File: src/rtl/core/fbfl_pkg.sv
// ----------------------------------------------------------------------------
// fbfl_pkg: shared types and constants for the fixed block free list allocator
// Pool geometry, field widths, mode and status codes, and sequencer states.
// ----------------------------------------------------------------------------
package fbfl_pkg;

  localparam int MAX_BLOCKS = 1024;
  localparam int LINE_BYTES = 64;
  localparam int ADDR_BITS  = 48;
  localparam int LINES_MAX  = 1024;

  localparam int IDX_W      = $clog2(MAX_BLOCKS);
  localparam int LINE_SHIFT = $clog2(LINE_BYTES);
  localparam int CNT_W      = 11;
  localparam int PROD_W     = 2 * CNT_W;
  localparam int STEP_W     = $clog2(IDX_W);
  localparam int OUT_W      = 72;

  localparam logic [1:0] MODE_ALLOC   = 2'd0;
  localparam logic [1:0] MODE_FREE    = 2'd1;
  localparam logic [1:0] MODE_REBUILD = 2'd2;

  localparam logic [1:0] STATUS_DONE      = 2'd0;
  localparam logic [1:0] STATUS_EXHAUSTED = 2'd1;
  localparam logic [1:0] STATUS_OUTSIDE   = 2'd2;

  localparam logic [1:0] REG_BASE   = 2'd0;
  localparam logic [1:0] REG_LINES  = 2'd1;
  localparam logic [1:0] REG_ACTIVE = 2'd2;

  typedef struct packed {
    logic             valid;
    logic [IDX_W-1:0] idx;
  } link_t;

  typedef struct packed {
    logic [ADDR_BITS-1:0] a;
    logic [ADDR_BITS-1:0] b;
    logic                 sub;
  } alu_req_t;

  typedef struct packed {
    logic [ADDR_BITS-1:0] sum;
    logic                 borrow;
  } alu_res_t;

  typedef enum logic [3:0] {
    ST_SWEEP,
    ST_IDLE,
    ST_ALLOC_RD,
    ST_ALLOC_ADD,
    ST_FREE_SUB,
    ST_FREE_CMP,
    ST_FREE_DIV,
    ST_FREE_PUSH,
    ST_DONE
  } state_t;

endpackage

File: src/rtl/core/fbfl_alu.sv
// ----------------------------------------------------------------------------
// fbfl_alu: shared add/subtract unit
// One address-wide adder that the sequencer uses for address generation,
// bounds checks and every step of the block index division.
// ----------------------------------------------------------------------------
module fbfl_alu import fbfl_pkg::*; (
  input  alu_req_t req,
  output alu_res_t res
);

  logic [ADDR_BITS:0] total;

  // Subtraction is a + ~b + 1; a missing carry out means a borrow.
  assign total = {1'b0, req.a} + {1'b0, req.b ^ {ADDR_BITS{req.sub}}}
               + {{ADDR_BITS{1'b0}}, req.sub};

  assign res.sum    = total[ADDR_BITS-1:0];
  assign res.borrow = req.sub & ~total[ADDR_BITS];

endmodule

File: config.mk
export PLATFORM = sky130hd
export DESIGN_NAME = fbfl_alu
export DESIGN_NICKNAME = d
export VERILOG_FILES = /design/src/rtl/core/fbfl_pkg.sv /design/src/rtl/core/fbfl_alu.sv
export SDC_FILE = /design/constraint.sdc
export NUM_CORES = 1
export LEC_CHECK = 0
export BUFFER_PORTS_ARGS = -buffer_cell sky130_fd_sc_hd__buf_2
export CAP_MARGIN = 20
export CORE_AREA = 2 2 79 88
export DETAILED_ROUTE_END_ITERATION = 8
export DIE_AREA = 0 0 81 90
export GPL_ROUTABILITY_DRIVEN = 0
export MAX_ROUTING_LAYER = met4
export PLACE_DENSITY = 0.81
export SYNTH_ARGS = -nofsm -noshare
export SYNTH_HDL_FRONTEND = slang
export SYNTH_SLANG_ARGS = --single-unit
File: constraint.sdc
create_clock -name vclk -period 3.9
set_input_delay 0.195 -clock vclk [all_inputs]
set_output_delay 0.195 -clock vclk [all_outputs]
set_load 0.005 [all_outputs]
==> results of run 1 <==
[worst min-delay path by stage]
stage / slack (ps) / depth (start not counted) / start / to
floorplan: 440 / 1 / req[1] / res[1]
global placement: 680 / 3 / req[49] / res[1]
detailed placement: 680 / 3 / req[49] / res[1]
CTS: 680 / 3 / req[49] / res[1]
global route: 710 / 3 / req[49] / res[1]
finish: 680 / 3 / req[49] / res[1]
[worst max-delay path: stages]
cell	delay, ps
buf_2	270
buf_4	330
xor2_1	110
ha_1	360
nand4_1	110
o221ai_1	360
o22ai_1	220
a21oi_2	210
o31ai_2	110
o31a_1	340
o21ai_2	260
a41oi_1	170
xnor2_1	160
buf_2	130
[layer usage]
layer	part of all wire	vias up	track usage	wire, um
met5	0	-	-	0
met4	0.014	0	0.0353	125
met3	0.058	14	0.0141	523
met2	0.50	141	0.439	4460
met1	0.43	1687	0.276	3860
li1	-	1880	-	-
[where the power goes]
group / total, mW / internal (mW) / switching, mW
Clock: 0 / 0 / 0
Sequential: 0 / 0 / 0
Combinational: 0.997 / 0.462 / 0.536
Total: 0.997 / 0.462 / 0.536
[cells in the mapped netlist (5+ instances only)]
cell type,instances,share of area
xor2_1,61,0.17
a21oi_1,51,0.082
ha_1,51,0.20
nand2_1,39,0.047
xnor2_1,31,0.087
o21ai_0,28,0.045
a21o_1,26,0.063
nor2_1,26,0.031
inv_1,12,0.014
nand3_1,10,0.016
nand4_1,7,0.014
nor2b_1,7,0.014
o21a_1,7,0.017
o21ai_1,7,0.011
a31oi_1,6,0.012
buf_1,5,0.0060
clkbuf_1,5,0.0060
nand2b_1,5,0.010
[cell type report]
class,count,area share
inverter,12,0.0115
multi-input combinational,418,0.769
tap,82,0.0261
timing repair buffer,148,0.193
[cells by family after synthesis]
logic type	share of synthesized area
XOR/XNOR	0.258
buffers and inverters	0.0313
multiplexers	0.00321
AO/OA/AOI/OAI	0.323
adder cells (fa/ha/maj)	0.211
AND/OR/NAND/NOR	0.174
[through the flow]
step                      cell area, um2   util  total power, mW  cells
after floorplan                     3120      -            0.652    443
after global placement              3930  0.610            0.970    660
after detailed placement            3930  0.610            0.986    660
after CTS                           3930  0.610            0.993    660
after global routing                3930  0.610             1.10    660
final                               3930  0.610            0.997    660
==> results by group, run 1 <==
Outcome
  – Status: finished clean

Power
  – Worst vdd ir: 0.109 mV
  – Pwr Density: 254 nW/um2
  – Leak pwr: 2.03 nW

Clock network
  – Post-CTS Hold Fix Bufs: 0
  – CTS resizes: 0
  – # Post-CTS Setup Buffers: 0

Die
  – FP Rows: 31
  – Die area: 7290 um2
  – Initial Util: 0.484
  – Io pins: 146
  – Core area: 6440 um2
  – Die width: 81 um
  – Die Y: 90 um

Global routing
  – Number of global-route vias before repair: 3,527
  – Total gr overflow: 0
  – Gr usage total: 0.236
  – Largest net degree at the start of global routing: 25
  – First-pass GRT wire length: 14,500 um
  – Initial antenna violation count: 0

Run
  – Max Cap Viol: 0

Timing
  – Final setup vio count: 0
  – FMAX: 283 MHz
  – Min Tclk post-route: 3540 ps
  – Fin Setup TNS: 0 ps
  – Slew Limit Fails: 0
  – Final period utilization: 0.907
  – Worst-Margin Slew: 405 ps
  – Final hold slack: 681 ps
  – Setup WS post-layout: 362 ps
  – Final hold viol count: 0
  – Slew HR: 0.728
  – Unrepaired setup endpoints after global routing: false

Detailed routing
  – Number of routed nets with antenna violations: 0
  – Routed Wire Length: 8970 um
  – DR iter-0 viols: 140
  – # DRC: 0
  – Wire per inst: 13.6 um
  – DR vias/cell: 5.64
  – Routed vias: 3,722
  – Drt first pass iters: 5

Finish
  – Most frequent cells in the layout: buf_2, xor2_1, a21oi_1, ha_1, nand2_1
  – Layout Nets: 729
  – Clock Buffer Count: 0
  – Synthesis-to-layout area growth: 25.9%
  – Reg area: 0 um2
  – Antenna cells: 0
  – Commonest non-fill, non-tap cell in the layout: buf_2
  – Seq_cells: 0
  – Area of the multi-input gates: 3020 um2
  – Layout cells sized above 1: 0.265
  – Filler cell count: 618

Setup path
  – Worst Setup Path Type: in2out
  – WP data arrival: 3340 ps
  – Critical Path Source: req[0]
  – Setup crit end: res[48]
  – Setup crit end kind: output port
  – CP Max Fanout: 17
  – WP data required: 3700 ps
  – Startpoint types: input pin

Synth
  – Sequential element share of the synthesized area: 0
  – Mapped cell area: 3120 um2
  – Synth Net Count: 592
  – Mapped Cells: 443
  – Avg Inst Size Synth: 7.04 um2
  – Distinct cell type count after synthesis: 51
  – Ys Warns: 0

Place
  – I/O Buffers: 146
  – Pre-CTS WS: 356 ps
  – Hpwl dp: 7720 um

Hold path
  – Worst Hold Class: in2out
(Power assumes the default switching activity.)
==> run 2: changes to the inputs <==
--- a/config.mk
+++ b/config.mk
@@ -7,12 +7,12 @@
 export LEC_CHECK = 0
 export BUFFER_PORTS_ARGS = -buffer_cell sky130_fd_sc_hd__buf_2
 export CAP_MARGIN = 20
-export CORE_AREA = 2 2 79 88
+export CORE_AREA = 2 2 83 93
 export DETAILED_ROUTE_END_ITERATION = 8
-export DIE_AREA = 0 0 81 90
+export DIE_AREA = 0 0 85 95
 export GPL_ROUTABILITY_DRIVEN = 0
 export MAX_ROUTING_LAYER = met4
-export PLACE_DENSITY = 0.81
+export PLACE_DENSITY = 0.77
 export SYNTH_ARGS = -nofsm -noshare
 export SYNTH_HDL_FRONTEND = slang
 export SYNTH_SLANG_ARGS = --single-unit
==> constraint.sdc (replaced) <==
create_clock -name vclk -period 2.9
set_input_delay 0.145 -clock vclk [all_inputs]
set_output_delay 0.145 -clock vclk [all_outputs]
set_load 0.005 [all_outputs]
==> results by group, run 2 (synthesis gave the netlist of run 1 again) <==
Outcome
  – Status: complete, but fails checks
  – Failing checks: setup timing

Die
  – Io pins: 146 (unchanged)
  – Die Y: 95 um (+5.6%)
  – FP Rows: 33 (+6.5%)
  – Initial Util: 0.432 (-0.0528)
  – Die area: 8080 um2 (+11%)
  – Die width: 85 um (+4.9%)
  – Core area: 7230 um2 (+12%)

Finish
  – Antenna cells: 0 (unchanged)
  – Most frequent cells in the layout: buf_2, buf_4, xor2_1
  – Reg area: 0 um2 (unchanged)
  – Layout Nets: 847 (+16%)
  – Synthesis-to-layout area growth: 70.9%
  – Commonest non-fill, non-tap cell in the layout: buf_2
  – Seq_cells: 0 (unchanged)
  – Clock Buffer Count: 0 (unchanged)
  – Layout cells sized above 1: 0.483 (+0.218)
  – Post-route cell area: 5330 um2 (+36%)
  – Filler cell count: 529 (-14%)
  – Area of the multi-input gates: 3450 um2 (+14%)

Timing
  – Setup WS post-layout: -120 ps (-482 ps)
  – Slew Limit Fails: 0 (unchanged)
  – Final period utilization: 1.04
  – Final hold viol count: 0 (unchanged)
  – Min Tclk post-route: 3020 ps
  – Unrepaired setup endpoints after global routing: true
  – Final setup vio count: 10 (+10)
  – Worst-Margin Slew: 397 ps (-8.04 ps)
  – Slew HR: 0.733 (+0.00437)
  – FMAX: 331 MHz
  – Fin Setup TNS: -849 ps (-849 ps)

Power
  – Leak pwr: 2.72 nW (+34%)
  – Pwr Density: 353 nW/um2 (+39%)
  – Worst vdd ir: 0.209 mV (+92%)

Run
  – Max Cap Viol: 0 (unchanged)

Setup path
  – Startpoint types: input pin
  – CP dominant cell by count: buf_12
  – Setup crit end kind: output port
  – Delay-heaviest family, CP: compound AO/OA/AOI/OAI gates
  – Worst Setup Path Type: in2out
  – WP data arrival: 2870 ps (-470 ps)
  – Critical Path Slowest Stage Cell: or3_4
  – CP Max Fanout: 6 (-11)
  – WP data required: 2760 ps (-940 ps)
  – WP buf/inv: 3 (unchanged)
  – CP max stage delay: 370 ps (about the same)
  – Critical path cell sequence: buf_12 > buf_12 > xor2_1 > ha_1 > nor3_1 > or3_4 > a211o_1 > a21oi_2 > o31ai_2 > o31a_1 > o21ai_4 > a41oi_2 > xnor2_1 > buf_2

Clock network
  – Post-CTS Hold Fix Bufs: 0 (unchanged)

Detailed routing
  – Routed Wire Length: 12,100 um (+35%)
  – Number of routed nets with antenna violations: 0 (unchanged)
  – Routed vias: 4,371 (+17%)
  – DR vias/cell: 5.58 (-1.0%)
  – Wire per inst: 15.4 um (+13%)
  – DR iter-0 viols: 290 (+110%)
  – Drt first pass iters: 5 (unchanged)
  – # DRC: 0 (unchanged)

Place
  – Hpwl dp: 8950 um (+16%)
  – Pre-CTS WS: -254 ps (-610 ps)
  – DP Area: 4700 um2 (+20%)
  – I/O Buffers: 146 (unchanged)

Global routing
  – Total gr overflow: 0 (unchanged)
  – Number of global-route vias before repair: 4,363 (+24%)
  – Initial antenna violation count: 0 (unchanged)
  – Gr usage total: 0.275 (+0.0392)
  – First-pass GRT wire length: 18,300 um (+26%)
  – Largest net degree at the start of global routing: 17 (-32%)

Hold path
  – Worst Hold Class: in2out
run 2: per-stage QoR:
| step | utilization | cells | hold slack [ps] | power, mW |
|---|---|---|---|---|
| floorplan | - | 443 | 341 | 0.882 |
| global placement | 0.650 | 766 | 565 | 1.57 |
| detailed placement | 0.650 | 766 | 573 | 1.61 |
| CTS | 0.698 | 781 | 578 | 1.73 |
| global route | 0.738 | 783 | 594 | 2.03 |
| finish | 0.738 | 783 | 582 | 1.88 |
run 2: cell type report:
type	count	share of cell area
inverters	12	0.00845
multi-input cells	418	0.647
well taps	87	0.0204
repair buffers	266	0.324
run 2: repair_timing:
| action | CTS | global route |
|---|---|---|
| resized for setup | 42 | 56 |
| setup buffers | 13 | 4 |
| cloned | 2 | 0 |
| endpoints found under the setup margin | 20 | 24 |
| pin swaps | 25 | 50 |
| hold endpoints to repair | 0 | 0 |
run 2: worst paths after layout:
kind	from	to	slack (ps)	cells after the start
min	req[49]	res[1]	580	3
max	req[0]	res[48]	-120	14
run 2: where the power goes:
part	internal (mW)	switching, mW	leakage [nW]
Clock	0	0	0
Combinational	0.955	0.924	2.72
Sequential	0	0	0
Total	0.955	0.924	2.72
run 2: layer usage:
layer | track usage | vias up | part of all wire
li1 | - | 2108 | -
met1 | 0.304 | 1992 | 0.38
met2 | 0.518 | 218 | 0.52
met3 | 0.0201 | 53 | 0.060
met4 | 0.0939 | 0 | 0.040
met5 | - | - | 0
